--- config.mk ---
export PLATFORM = sky130hd
export DESIGN_NAME = ansi_escape_tokenizer_core
export DESIGN_NICKNAME = d
export VERILOG_FILES = /design/src/rtl/core/aet_pkg.sv /design/src/rtl/core/ansi_escape_tokenizer_core.sv /design/src/rtl/core/aet_ctrl.sv /design/src/rtl/core/aet_dpath.sv
export SDC_FILE = /design/constraint.sdc
export NUM_CORES = 1
export LEC_CHECK = 0
export CORE_MARGIN = 2
export CORE_UTILIZATION = 52
export DETAILED_ROUTE_END_ITERATION = 7
export DONT_BUFFER_PORTS = 1
export GPL_TIMING_DRIVEN = 0
export HOLD_SLACK_MARGIN = 0.12
export PLACE_DENSITY = 0.67
export SLEW_MARGIN = 0
export SYNTH_ARGS = -nofsm -noshare
export SYNTH_HDL_FRONTEND = slang
export SYNTH_HIERARCHICAL = 1
export SYNTH_SLANG_ARGS = --single-unit
--- constraint.sdc ---
create_clock -name clk -period 6.5 [get_ports clk]
set_clock_uncertainty 0.1 [all_clocks]
set_input_delay 1.3 -clock clk [delete_from_list [all_inputs] [get_ports clk]]
set_output_delay 1.3 -clock clk [all_outputs]
set_load 0.01 [all_outputs]
--- src/rtl/core/aet_pkg.sv ---
`default_nettype none
package aet_pkg;

  localparam int NUM_BITS_DEF   = 16;
  localparam int HOLD_DEPTH_DEF = 4;
  localparam int TOK_W          = 5;
  localparam int CHR_W          = 8;
  localparam int ARG_W          = 16;

  localparam logic [TOK_W-1:0] TOK_PLAIN = 5'd0;
  localparam logic [TOK_W-1:0] TOK_BS    = 5'd1;
  localparam logic [TOK_W-1:0] TOK_CE    = 5'd2;
  localparam logic [TOK_W-1:0] TOK_CL    = 5'd3;
  localparam logic [TOK_W-1:0] TOK_CM    = 5'd4;
  localparam logic [TOK_W-1:0] TOK_CR    = 5'd5;
  localparam logic [TOK_W-1:0] TOK_ER    = 5'd6;
  localparam logic [TOK_W-1:0] TOK_LF    = 5'd7;
  localparam logic [TOK_W-1:0] TOK_ND    = 5'd8;
  localparam logic [TOK_W-1:0] TOK_SE    = 5'd9;
  localparam logic [TOK_W-1:0] TOK_SO    = 5'd10;
  localparam logic [TOK_W-1:0] TOK_TA    = 5'd11;
  localparam logic [TOK_W-1:0] TOK_UP    = 5'd12;
  localparam logic [TOK_W-1:0] TOK_HM    = 5'd13;
  localparam logic [TOK_W-1:0] TOK_CH    = 5'd14;
  localparam logic [TOK_W-1:0] TOK_NU    = 5'd15;
  localparam logic [TOK_W-1:0] TOK_NR    = 5'd16;
  localparam logic [TOK_W-1:0] TOK_NL    = 5'd17;
  localparam logic [TOK_W-1:0] TOK_SC    = 5'd18;
  localparam logic [TOK_W-1:0] TOK_RC    = 5'd19;
  localparam logic [TOK_W-1:0] TOK_SR    = 5'd20;
  localparam logic [TOK_W-1:0] TOK_CB    = 5'd21;

  typedef struct packed {
    logic load;
    logic step;
    logic direct;
    logic flush;
  } aet_cmd_t;

  typedef struct packed {
    logic q_empty;
    logic q_last;
    logic res_v;
    logic pend_v;
    logic out_free;
  } aet_stat_t;

  typedef struct packed {
    logic [TOK_W-1:0] token;
    logic [CHR_W-1:0] chr;
    logic [ARG_W-1:0] a1;
    logic [ARG_W-1:0] a2;
  } aet_res_t;

endpackage
`default_nettype wire

--- src/rtl/core/ansi_escape_tokenizer_core.sv ---
`default_nettype none
// Channel   Direction  Ports                                        Handshake
// input     in         in_byte_in                                   in_valid / in_ready
// result    out        out_token out_char_value out_arg_one         out_valid / out_ready
//                      out_arg_two out_last
//
// A byte is taken in idle, then the replay queue is worked one byte per cycle
// unless a stalled output holds it. A plain byte with a free output goes straight
// out; a failed lookahead replays bytes, and a last pending word is flushed.
// Reset (rst_n low, synchronous) returns the parser to idle with no held bytes.
// A word bound for a stalled output holds the controller until the output frees.
module ansi_escape_tokenizer_core
  import aet_pkg::*;
#(
  parameter int NUM_BITS   = NUM_BITS_DEF,
  parameter int HOLD_DEPTH = HOLD_DEPTH_DEF
) (
  input  wire logic             clk,
  input  wire logic             rst_n,
  input  wire logic             in_valid,
  output logic                  in_ready,
  input  wire logic [CHR_W-1:0] in_byte_in,
  output logic                  out_valid,
  input  wire logic             out_ready,
  output logic [TOK_W-1:0]      out_token,
  output logic [CHR_W-1:0]      out_char_value,
  output logic [ARG_W-1:0]      out_arg_one,
  output logic [ARG_W-1:0]      out_arg_two,
  output logic                  out_last
);

  aet_cmd_t  cmd;
  aet_stat_t stat;

  // sequencer: accept, step the queue, flush the final word
  aet_ctrl u_ctrl (
    .clk      (clk),
    .rst_n    (rst_n),
    .in_valid (in_valid),
    .in_ready (in_ready),
    .stat     (stat),
    .cmd      (cmd)
  );

  // parser state, replay queue, held bytes, pending and output words
  aet_dpath #(
    .NUM_BITS   (NUM_BITS),
    .HOLD_DEPTH (HOLD_DEPTH)
  ) u_dpath (
    .clk            (clk),
    .rst_n          (rst_n),
    .byte_in        (in_byte_in),
    .cmd            (cmd),
    .stat           (stat),
    .out_ready      (out_ready),
    .out_valid      (out_valid),
    .out_token      (out_token),
    .out_char_value (out_char_value),
    .out_arg_one    (out_arg_one),
    .out_arg_two    (out_arg_two),
    .out_last       (out_last)
  );

endmodule
`default_nettype wire

--- src/rtl/core/aet_ctrl.sv ---
`default_nettype none
module aet_ctrl
  import aet_pkg::*;
(
  input  wire logic      clk,
  input  wire logic      rst_n,
  input  wire logic      in_valid,
  output logic           in_ready,
  input  wire aet_stat_t stat,
  output aet_cmd_t       cmd
);

  localparam logic [1:0] S_IDLE  = 2'd0;
  localparam logic [1:0] S_RUN   = 2'd1;
  localparam logic [1:0] S_FLUSH = 2'd2;

  logic [1:0] state_r, state_nxt;

  always_comb begin
    cmd       = '0;
    state_nxt = state_r;
    case (state_r)
      S_IDLE: begin
        if (in_valid) begin
          cmd.load  = 1'b1;
          state_nxt = S_RUN;
        end
      end
      S_RUN: begin
        // hold while a result must push the pending word into a full output
        if (!(stat.res_v && stat.pend_v && !stat.out_free)) begin
          cmd.step = 1'b1;
          if (stat.q_last) begin
            if (stat.res_v) begin
              if (!stat.pend_v && stat.out_free) begin
                cmd.direct = 1'b1;
                state_nxt  = S_IDLE;
              end else begin
                state_nxt = S_FLUSH;
              end
            end else if (stat.pend_v) begin
              state_nxt = S_FLUSH;
            end else begin
              state_nxt = S_IDLE;
            end
          end
        end
      end
      S_FLUSH: begin
        if (stat.out_free) begin
          cmd.flush = 1'b1;
          state_nxt = S_IDLE;
        end
      end
      default: state_nxt = S_IDLE;
    endcase
  end

  always_ff @(posedge clk) begin
    if (!rst_n) begin
      state_r <= S_IDLE;
    end else begin
      state_r <= state_nxt;
    end
  end

  assign in_ready = (state_r == S_IDLE);

  a_idle_no_pend: assert property (@(posedge clk) disable iff (!rst_n)
    (state_r == S_IDLE) |-> !stat.pend_v) else $error("pending word left in idle");
  a_flush_has_pend: assert property (@(posedge clk) disable iff (!rst_n)
    (state_r == S_FLUSH) |-> stat.pend_v) else $error("flush without pending word");
  a_run_has_bytes: assert property (@(posedge clk) disable iff (!rst_n)
    (state_r == S_RUN) |-> !stat.q_empty) else $error("run with empty byte queue");

endmodule
`default_nettype wire

--- src/rtl/core/aet_dpath.sv ---
`default_nettype none
module aet_dpath
  import aet_pkg::*;
#(
  parameter int NUM_BITS   = NUM_BITS_DEF,
  parameter int HOLD_DEPTH = HOLD_DEPTH_DEF
) (
  input  wire logic             clk,
  input  wire logic             rst_n,
  input  wire logic [CHR_W-1:0] byte_in,
  input  wire aet_cmd_t         cmd,
  output aet_stat_t             stat,
  input  wire logic             out_ready,
  output logic                  out_valid,
  output logic [TOK_W-1:0]      out_token,
  output logic [CHR_W-1:0]      out_char_value,
  output logic [ARG_W-1:0]      out_arg_one,
  output logic [ARG_W-1:0]      out_arg_two,
  output logic                  out_last
);

  localparam int QCAP = 2 * HOLD_DEPTH + 2;
  localparam int QLW  = $clog2(QCAP + 1);
  localparam int HCW  = $clog2(HOLD_DEPTH + 1);
  localparam int HIW  = $clog2(HOLD_DEPTH);
  localparam int RNW  = $clog2(HOLD_DEPTH + 2);
  localparam int PW   = NUM_BITS + 4;

  localparam logic [3:0] P_IDLE     = 4'd0;
  localparam logic [3:0] P_ESC      = 4'd1;
  localparam logic [3:0] P_CSI      = 4'd2;
  localparam logic [3:0] P_Q        = 4'd3;
  localparam logic [3:0] P_LK_H     = 4'd4;
  localparam logic [3:0] P_LK_PAREN = 4'd5;
  localparam logic [3:0] P_LK_Q7    = 4'd6;
  localparam logic [3:0] P_LK_Q1H   = 4'd7;
  localparam logic [3:0] P_LK_Q1L   = 4'd8;
  localparam logic [3:0] P_NUM1     = 4'd9;
  localparam logic [3:0] P_SEMI1    = 4'd10;
  localparam logic [3:0] P_NUM2     = 4'd11;
  localparam logic [3:0] P_SEMI2    = 4'd12;
  localparam logic [3:0] P_NUM3     = 4'd13;
  localparam logic [3:0] P_SWALLOW  = 4'd14;

  localparam logic [7:0] C_ESC   = 8'h1B;
  localparam logic [7:0] C_SI    = 8'h0F;
  localparam logic [7:0] C_BS    = 8'h08;
  localparam logic [7:0] C_LF    = 8'h0A;
  localparam logic [7:0] C_CR    = 8'h0D;
  localparam logic [7:0] C_TAB   = 8'h09;
  localparam logic [7:0] C_LBR   = 8'h5B;
  localparam logic [7:0] C_LPAR  = 8'h28;
  localparam logic [7:0] C_RPAR  = 8'h29;
  localparam logic [7:0] C_QM    = 8'h3F;
  localparam logic [7:0] C_SEMI  = 8'h3B;
  localparam logic [7:0] C_EQ    = 8'h3D;
  localparam logic [7:0] C_GT    = 8'h3E;
  localparam logic [7:0] C_D0    = 8'h30;
  localparam logic [7:0] C_D1    = 8'h31;
  localparam logic [7:0] C_D7    = 8'h37;
  localparam logic [7:0] C_D8    = 8'h38;
  localparam logic [7:0] C_D9    = 8'h39;
  localparam logic [7:0] C_UA    = 8'h41;
  localparam logic [7:0] C_UB    = 8'h42;
  localparam logic [7:0] C_UC    = 8'h43;
  localparam logic [7:0] C_UD    = 8'h44;
  localparam logic [7:0] C_UH    = 8'h48;
  localparam logic [7:0] C_UJ    = 8'h4A;
  localparam logic [7:0] C_UK    = 8'h4B;
  localparam logic [7:0] C_UM    = 8'h4D;
  localparam logic [7:0] C_LH    = 8'h68;
  localparam logic [7:0] C_LL    = 8'h6C;
  localparam logic [7:0] C_LM    = 8'h6D;
  localparam logic [7:0] C_LR    = 8'h72;

  function automatic logic [2:0] pat_len(input logic [3:0] s);
    case (s)
      P_LK_H:  pat_len = 3'd3;
      P_LK_Q7: pat_len = 3'd2;
      default: pat_len = 3'd4;
    endcase
  endfunction

  function automatic logic [7:0] pat_byte(input logic [3:0] s, input logic [1:0] i);
    logic [7:0] r;
    r = C_ESC;
    case (s)
      P_LK_H: begin
        case (i)
          2'd0:    r = C_ESC;
          2'd1:    r = C_LBR;
          default: r = C_UJ;
        endcase
      end
      P_LK_PAREN: begin
        case (i)
          2'd0:    r = C_UB;
          2'd1:    r = C_ESC;
          2'd2:    r = C_RPAR;
          default: r = C_D0;
        endcase
      end
      P_LK_Q7: r = (i == 2'd0) ? C_D7 : C_LH;
      P_LK_Q1H: begin
        case (i)
          2'd0:    r = C_D1;
          2'd1:    r = C_LH;
          2'd2:    r = C_ESC;
          default: r = C_EQ;
        endcase
      end
      default: begin
        case (i)
          2'd0:    r = C_D1;
          2'd1:    r = C_LL;
          2'd2:    r = C_ESC;
          default: r = C_GT;
        endcase
      end
    endcase
    pat_byte = r;
  endfunction

  function automatic logic [NUM_BITS-1:0] accum(input logic [NUM_BITS-1:0] v,
                                                input logic [3:0] d);
    logic [PW-1:0] p;
    p = ({4'b0, v} << 3) + ({4'b0, v} << 1) + PW'(d);
    accum = (p > PW'({NUM_BITS{1'b1}})) ? {NUM_BITS{1'b1}} : p[NUM_BITS-1:0];
  endfunction

  function automatic aet_res_t mk(input logic [TOK_W-1:0] t, input logic [7:0] c,
                                  input logic [ARG_W-1:0] x, input logic [ARG_W-1:0] y);
    aet_res_t r;
    r.token = t;
    r.chr   = c;
    r.a1    = x;
    r.a2    = y;
    mk = r;
  endfunction

  logic [7:0]          q_r [QCAP];
  logic [7:0]          qn [QCAP];
  logic [QLW-1:0]      q_len_r, q_len_nxt;
  logic [3:0]          ps_r, ps_nxt;
  logic [7:0]          held_r [HOLD_DEPTH];
  logic [HCW-1:0]      hc_r, hc_nxt;
  logic [NUM_BITS-1:0] n1_r, n1_nxt, n2_r, n2_nxt;
  aet_res_t            pend_r, out_r, res;
  logic                pend_v_r, out_v_r, out_last_r;

  logic [7:0]          b;
  logic                dig, res_v, hwe, start, match;
  logic [3:0]          dv, ls;
  logic [2:0]          plen;
  logic [HCW-1:0]      hc_inc, m;
  logic [HIW-1:0]      hwi;
  logic [RNW-1:0]      push_n;
  logic [7:0]          rep [HOLD_DEPTH+1];
  logic [ARG_W-1:0]    a1w, a2w;

  assign b   = q_r[0];
  assign dig = b inside {[C_D0:C_D9]};
  assign dv  = 4'(b - C_D0);
  assign a1w = ARG_W'(n1_r);
  assign a2w = ARG_W'(n2_r);

  // one byte of the replay queue per step, at most one result
  always_comb begin
    res_v  = 1'b0;
    res    = '0;
    ps_nxt = ps_r;
    hc_nxt = hc_r;
    n1_nxt = n1_r;
    n2_nxt = n2_r;
    hwe    = 1'b0;
    hwi    = '0;
    push_n = '0;
    start  = 1'b0;
    match  = 1'b0;
    hc_inc = hc_r + HCW'(1);
    m      = '0;
    ls     = (ps_r == P_LK_Q1H && hc_r == HCW'(1) && b == C_LL) ? P_LK_Q1L : ps_r;
    plen   = pat_len(ls);
    for (int i = 0; i <= HOLD_DEPTH; i++) rep[i] = b;
    if (ps_r inside {[P_LK_H:P_LK_Q1L]}) begin
      match = (hc_r < HCW'(plen)) && (b == pat_byte(ls, hc_r[1:0]));
      if (match) begin
        hwe = 1'b1;
        hwi = hc_r[HIW-1:0];
        if (hc_inc == HCW'(plen)) begin
          res_v  = 1'b1;
          res    = mk((ps_r == P_LK_H) ? TOK_CL : TOK_ER, 8'd0, '0, '0);
          ps_nxt = P_IDLE;
          hc_nxt = '0;
        end else begin
          hc_nxt = hc_inc;
          ps_nxt = ls;
        end
      end else begin
        // replay unsent held bytes and the breaking byte before the queue
        res_v = 1'b1;
        if (ps_r == P_LK_H) begin
          res = mk(TOK_HM, 8'd0, '0, '0);
        end else if (ps_r == P_LK_PAREN) begin
          res = mk(TOK_PLAIN, C_LPAR, '0, '0);
        end else begin
          start = 1'b1;
          res   = mk(TOK_PLAIN, (hc_r != '0) ? held_r[0] : 8'd0, '0, '0);
        end
        m = (hc_r > HCW'(start)) ? hc_r - HCW'(start) : '0;
        for (int i = 0; i <= HOLD_DEPTH; i++) begin
          if (HCW'(i) < m) rep[i] = held_r[HIW'(start ? i + 1 : i)];
        end
        push_n = RNW'(m) + RNW'(1);
        ps_nxt = P_IDLE;
        hc_nxt = '0;
      end
    end else begin
      ps_nxt = P_IDLE;
      case (ps_r)
        P_IDLE: begin
          res_v = 1'b1;
          if (b == C_ESC) begin
            res_v  = 1'b0;
            ps_nxt = P_ESC;
          end else if (b == C_SI)  res = mk(TOK_ER, 8'd0, '0, '0);
          else if (b == C_BS)      res = mk(TOK_BS, 8'd0, '0, '0);
          else if (b == C_LF)      res = mk(TOK_LF, 8'd0, '0, '0);
          else if (b == C_CR)      res = mk(TOK_CR, 8'd0, '0, '0);
          else if (b == C_TAB)     res = mk(TOK_TA, 8'd0, '0, '0);
          else                     res = mk(TOK_PLAIN, b, '0, '0);
        end
        P_ESC: begin
          res_v = 1'b1;
          if (b == C_LBR) begin
            res_v  = 1'b0;
            ps_nxt = P_CSI;
          end else if (b == C_LPAR) begin
            res_v  = 1'b0;
            ps_nxt = P_LK_PAREN;
            hc_nxt = '0;
          end else if (b == C_D7) res = mk(TOK_SC, 8'd0, '0, '0);
          else if (b == C_D8)     res = mk(TOK_RC, 8'd0, '0, '0);
          else if (b == C_UM)     res = mk(TOK_SR, 8'd0, '0, '0);
          else                    res = mk(TOK_PLAIN, b, '0, '0);
        end
        P_CSI: begin
          res_v = 1'b1;
          if (b == C_UA)      res = mk(TOK_UP, 8'd0, '0, '0);
          else if (b == C_UH) begin
            res_v  = 1'b0;
            ps_nxt = P_LK_H;
            hc_nxt = '0;
          end else if (b == C_UK) res = mk(TOK_CE, 8'd0, '0, '0);
          else if (b == C_LM)     res = mk(TOK_SE, 8'd0, '0, '0);
          else if (b == C_QM) begin
            res_v  = 1'b0;
            ps_nxt = P_Q;
          end else if (dig) begin
            res_v  = 1'b0;
            n1_nxt = accum('0, dv);
            ps_nxt = P_NUM1;
          end else res = mk(TOK_PLAIN, C_LBR, '0, '0);
        end
        P_Q: begin
          if (b == C_D7 || b == C_D1) begin
            hwe    = 1'b1;
            hwi    = '0;
            hc_nxt = HCW'(1);
            ps_nxt = (b == C_D7) ? P_LK_Q7 : P_LK_Q1H;
          end else begin
            res_v = 1'b1;
            res   = mk(TOK_PLAIN, b, '0, '0);
          end
        end
        P_NUM1: begin
          res_v = 1'b1;
          if (dig) begin
            res_v  = 1'b0;
            n1_nxt = accum(n1_r, dv);
            ps_nxt = P_NUM1;
          end else if (b == C_LM)
            res = mk((n1_r == NUM_BITS'(7)) ? TOK_SO : TOK_ER, 8'd0, '0, '0);
          else if (b == C_UA) res = mk(TOK_NU, 8'd0, a1w, '0);
          else if (b == C_UB) res = mk(TOK_ND, 8'd0, a1w, '0);
          else if (b == C_UC) res = mk(TOK_NR, 8'd0, a1w, '0);
          else if (b == C_UD) res = mk(TOK_NL, 8'd0, a1w, '0);
          else if (b == C_UK)
            res = mk((n1_r == NUM_BITS'(1)) ? TOK_CB : TOK_ER, 8'd0, '0, '0);
          else if (b == C_SEMI) begin
            res_v  = 1'b0;
            ps_nxt = P_SEMI1;
          end else res = mk(TOK_PLAIN, C_LBR, '0, '0);
        end
        P_SEMI1: begin
          if (dig) begin
            n2_nxt = accum('0, dv);
            ps_nxt = P_NUM2;
          end else begin
            res_v = 1'b1;
            res   = mk(TOK_PLAIN, C_LBR, '0, '0);
          end
        end
        P_NUM2: begin
          res_v = 1'b1;
          if (dig) begin
            res_v  = 1'b0;
            n2_nxt = accum(n2_r, dv);
            ps_nxt = P_NUM2;
          end else if (b == C_UH) res = mk(TOK_CM, 8'd0, a1w, a2w);
          else if (b == C_LR)     res = mk(TOK_CH, 8'd0, a1w, a2w);
          else if (b == C_SEMI) begin
            res_v  = 1'b0;
            ps_nxt = P_SEMI2;
          end else res = mk(TOK_PLAIN, C_LBR, '0, '0);
        end
        P_SEMI2: begin
          if (dig) ps_nxt = P_NUM3;
          else begin
            res_v = 1'b1;
            res   = mk(TOK_PLAIN, C_LBR, '0, '0);
          end
        end
        P_NUM3: begin
          if (dig) ps_nxt = P_NUM3;
          else if (b == C_LM) ps_nxt = P_SWALLOW;
          else begin
            res_v = 1'b1;
            res   = mk(TOK_PLAIN, C_LBR, '0, '0);
          end
        end
        P_SWALLOW: begin
          res_v = 1'b1;
          res   = mk(TOK_ER, 8'd0, '0, '0);
        end
        default: hc_nxt = '0;
      endcase
    end
  end

  // drop the head, put replayed bytes in front of the rest
  always_comb begin
    for (int i = 0; i < QCAP; i++) begin
      qn[i] = 8'd0;
      for (int k = 0; k <= HOLD_DEPTH + 1; k++) begin
        if (push_n == RNW'(k)) begin
          if (i < k) qn[i] = rep[(i <= HOLD_DEPTH) ? i : 0];
          else if (i - k + 1 < QCAP) qn[i] = q_r[(i - k + 1 < QCAP) ? i - k + 1 : 0];
        end
      end
    end
    q_len_nxt = q_len_r - QLW'(1) + QLW'(push_n);
  end

  assign stat.q_empty  = (q_len_r == '0);
  assign stat.q_last   = (q_len_nxt == '0);
  assign stat.res_v    = res_v;
  assign stat.pend_v   = pend_v_r;
  assign stat.out_free = !out_v_r || out_ready;

  always_ff @(posedge clk) begin
    if (cmd.load) q_r[0] <= byte_in;
    if (cmd.step) begin
      for (int i = 0; i < QCAP; i++) q_r[i] <= qn[i];
      if (hwe) held_r[hwi] <= b;
    end
    if (cmd.step && res_v) begin
      if (cmd.direct) begin
        out_r      <= res;
        out_last_r <= 1'b1;
      end else begin
        pend_r <= res;
        if (pend_v_r) begin
          out_r      <= pend_r;
          out_last_r <= 1'b0;
        end
      end
    end
    if (cmd.flush) begin
      out_r      <= pend_r;
      out_last_r <= 1'b1;
    end
  end

  always_ff @(posedge clk) begin
    if (!rst_n) begin
      q_len_r  <= '0;
      ps_r     <= P_IDLE;
      hc_r     <= '0;
      n1_r     <= '0;
      n2_r     <= '0;
      pend_v_r <= 1'b0;
      out_v_r  <= 1'b0;
    end else begin
      if (cmd.load) q_len_r <= QLW'(1);
      if (cmd.step) begin
        q_len_r <= q_len_nxt;
        ps_r    <= ps_nxt;
        hc_r    <= hc_nxt;
        n1_r    <= n1_nxt;
        n2_r    <= n2_nxt;
        if (res_v && !cmd.direct) pend_v_r <= 1'b1;
      end
      if (cmd.flush) pend_v_r <= 1'b0;
      if ((cmd.step && res_v && (cmd.direct || pend_v_r)) || cmd.flush) out_v_r <= 1'b1;
      else if (out_ready) out_v_r <= 1'b0;
    end
  end

  assign out_valid      = out_v_r;
  assign out_token      = out_r.token;
  assign out_char_value = out_r.chr;
  assign out_arg_one    = out_r.a1;
  assign out_arg_two    = out_r.a2;
  assign out_last       = out_last_r;

endmodule
`default_nettype wire

==> run summary <==
Outcome: completed
DRC viols: 0
Hold Vio Cnt, Final: 0
Synth Instances: 1640
Die W: 179 um
Die Span Y: 179 um
Post-Route Utilization: 59.0%
Largest net degree at the start of global routing: 50
IO Count: 60
Clock latency on the worst-skew pair: 0.55 ns
Most frequent cells in the layout: 202 x edfxtp_1, 173 x nor2_1, 169 x nand2_1
Routed WL per cell: 23.4 um
# H-tree levels: 1
Crit path max fanout: 49
Dpl hpwl: 34900 um
Synth Cell Area: 15900 um2
Initial antenna violation count: 0
Worst-margin pin slew: 1.28 ns
Post-DP Area: 16400 um2
ANT nets after route: 0
Min-Delay Path Class: flip-flop to flip-flop
Total GRT Usage: 30.4%
Fin Setup TNS: 0 ns
Commonest non-fill, non-tap cell in the layout: edfxtp_1
Leak pwr: 6.70 nW
GP Congestion: 0.954
Die area: 31900 um2
Worst Setup End Kind: flip-flop
Layout Nets: 1780
CTS tree: yes
Syn avg cell area: 9.67 um2
Slew Limit Fails: 0
Yosys warning count: 6
Vias per cell: 6.53
Global-route wire length before repair: 75500 um
# rows: 63
Max VDD drop: 0.202 mV
Root Buffer: clkbuf_16
Layout cells sized above 1: 10.0%
Initial core utilization: 53.2%
MaxCap Viol Count: 0
Vias in the first global route: 13.0k
Grt ovf: 0
Final setup fails: 0
Core Box Area: 29800 um2
CTS Buffer Depth: 3
CP Data Arrival Time: 6.38 ns
Tmin final: 6.26 ns
Number of antenna diodes: 0
Total power: 4.41 mW
Pwr Density: 251 nW/um2
Clock slew at reported path FFs: 0.07 ns
CP required: 6.62 ns
CP Launch Type: flip-flop
FMAX: 0.160 GHz
Area grow syn2layout: 10.9%
Clk sinks: 250
Crit path kind: flip-flop to flip-flop
TritonCTS Buffers: 29
Mapped Nets: 1736
Hold slack: 0.400 ns
DR iter-0 viols: 1976
Max_slew headroom: 13.9%
Finished Cell Area: 17600 um2
Final period util: 96.2%
Drt total wl: 49100 um
Number of hold buffers added after CTS: 0
Vias: 13.7k
DRT Pass-1 Iters: 6
Buffers added on ports: 0
==> registers in the layout (all words and copies together), names as in the netlist <==
signal,count
u_dpath/out_arg_one,16
u_dpath/q_len_r,4
u_dpath/hc_r,3
u_dpath/held_r,32
u_dpath/a2w,16
u_dpath/out_last,1
u_dpath/out_token,5
u_dpath/out_valid,1
u_ctrl/state_r,2
u_dpath/q_r,80
u_dpath/pend_v_r,1
u_dpath/ps_r,4
u_dpath/out_arg_two,16
u_dpath/out_char_value,8
u_dpath/a1w,16
u_dpath/pend_r,45
==> worst max-delay path, cell delays in order, from the launching register on <==
cell	delay [ns]
dfxtp_2	0.39
inv_2	0.10
ha_4	0.17
or4b_1	0.49
or4_1	0.42
buf_2	0.18
a211oi_2	0.26
o21ai_1	0.09
a221o_1	0.42
or4b_4	0.61
nor3_4	0.37
nor2_1	0.08
buf_4	0.15
and3b_1	0.18
nor2_1	0.20
clkbuf_2	0.35
clkbuf_2	0.50
o41a_4	0.51
buf_16	0.30
==> through the flow <==
step,instances,setup WS [ns]
CTS,2088,0.0412
finish,2096,0.245
global placement,2030,-1.78
global route,2096,-0.00419
floorplan,1640,0.170
detailed placement,2032,-1.71
==> area by class of cell <==
class	count	area [um2]
repair buffers	16	160
multi-input cells	1257	8420
well taps	390	488
plain buffers	99	427
fillers	2587	12200
clock buffers	31	733
inverters	31	116
flip-flops and latches	250	7030
clock inverters	22	204
==> final timing paths <==
| check | startpoint | endpoint | slack (ns) | cells past startpoint |
|---|---|---|---|---|
| setup / recovery | u_dpath/hc_r[1] | u_dpath/q_r[9][2] | 0.24 | 18 |
| hold / removal | u_ctrl/state_r[1] | u_ctrl/state_r[0] | 0.40 | 1 |
| setup reg to reg | u_dpath/hc_r[1] | u_dpath/q_r[9][2] | 0.24 | 18 |
| hold reg to reg | u_ctrl/state_r[1] | u_ctrl/state_r[0] | 0.40 | 1 |
==> power breakdown <==
group / switching, mW / internal, mW / leakage, nW / total, mW
sequential: 0.113 / 1.90 / 2.29 / 2.01
clock: 0.679 / 0.937 / 0.457 / 1.62
combinational: 0.503 / 0.271 / 3.95 / 0.775
total: 1.29 / 3.11 / 6.70 / 4.41
==> per-layer routing <==
| layer | vias up | wire length, um | track usage, % |
|---|---|---|---|
| li1 | 6282 | - | - |
| met1 | 6554 | 21700 | 44.8 |
| met2 | 753 | 21600 | 47.2 |
| met3 | 102 | 4600 | 4.67 |
| met4 | 0 | 1130 | 7.18 |
| met5 | - | 0 | 0 |
==> what timing repair did <==
item	4_1_cts	5_1_grt
gates cloned	1	1
pin swaps	3	1
setup endpoints to repair	275	224
setup buffers	4	10
gates resized for setup	36	15
Note: power is estimated with default switching activity, not from simulation.
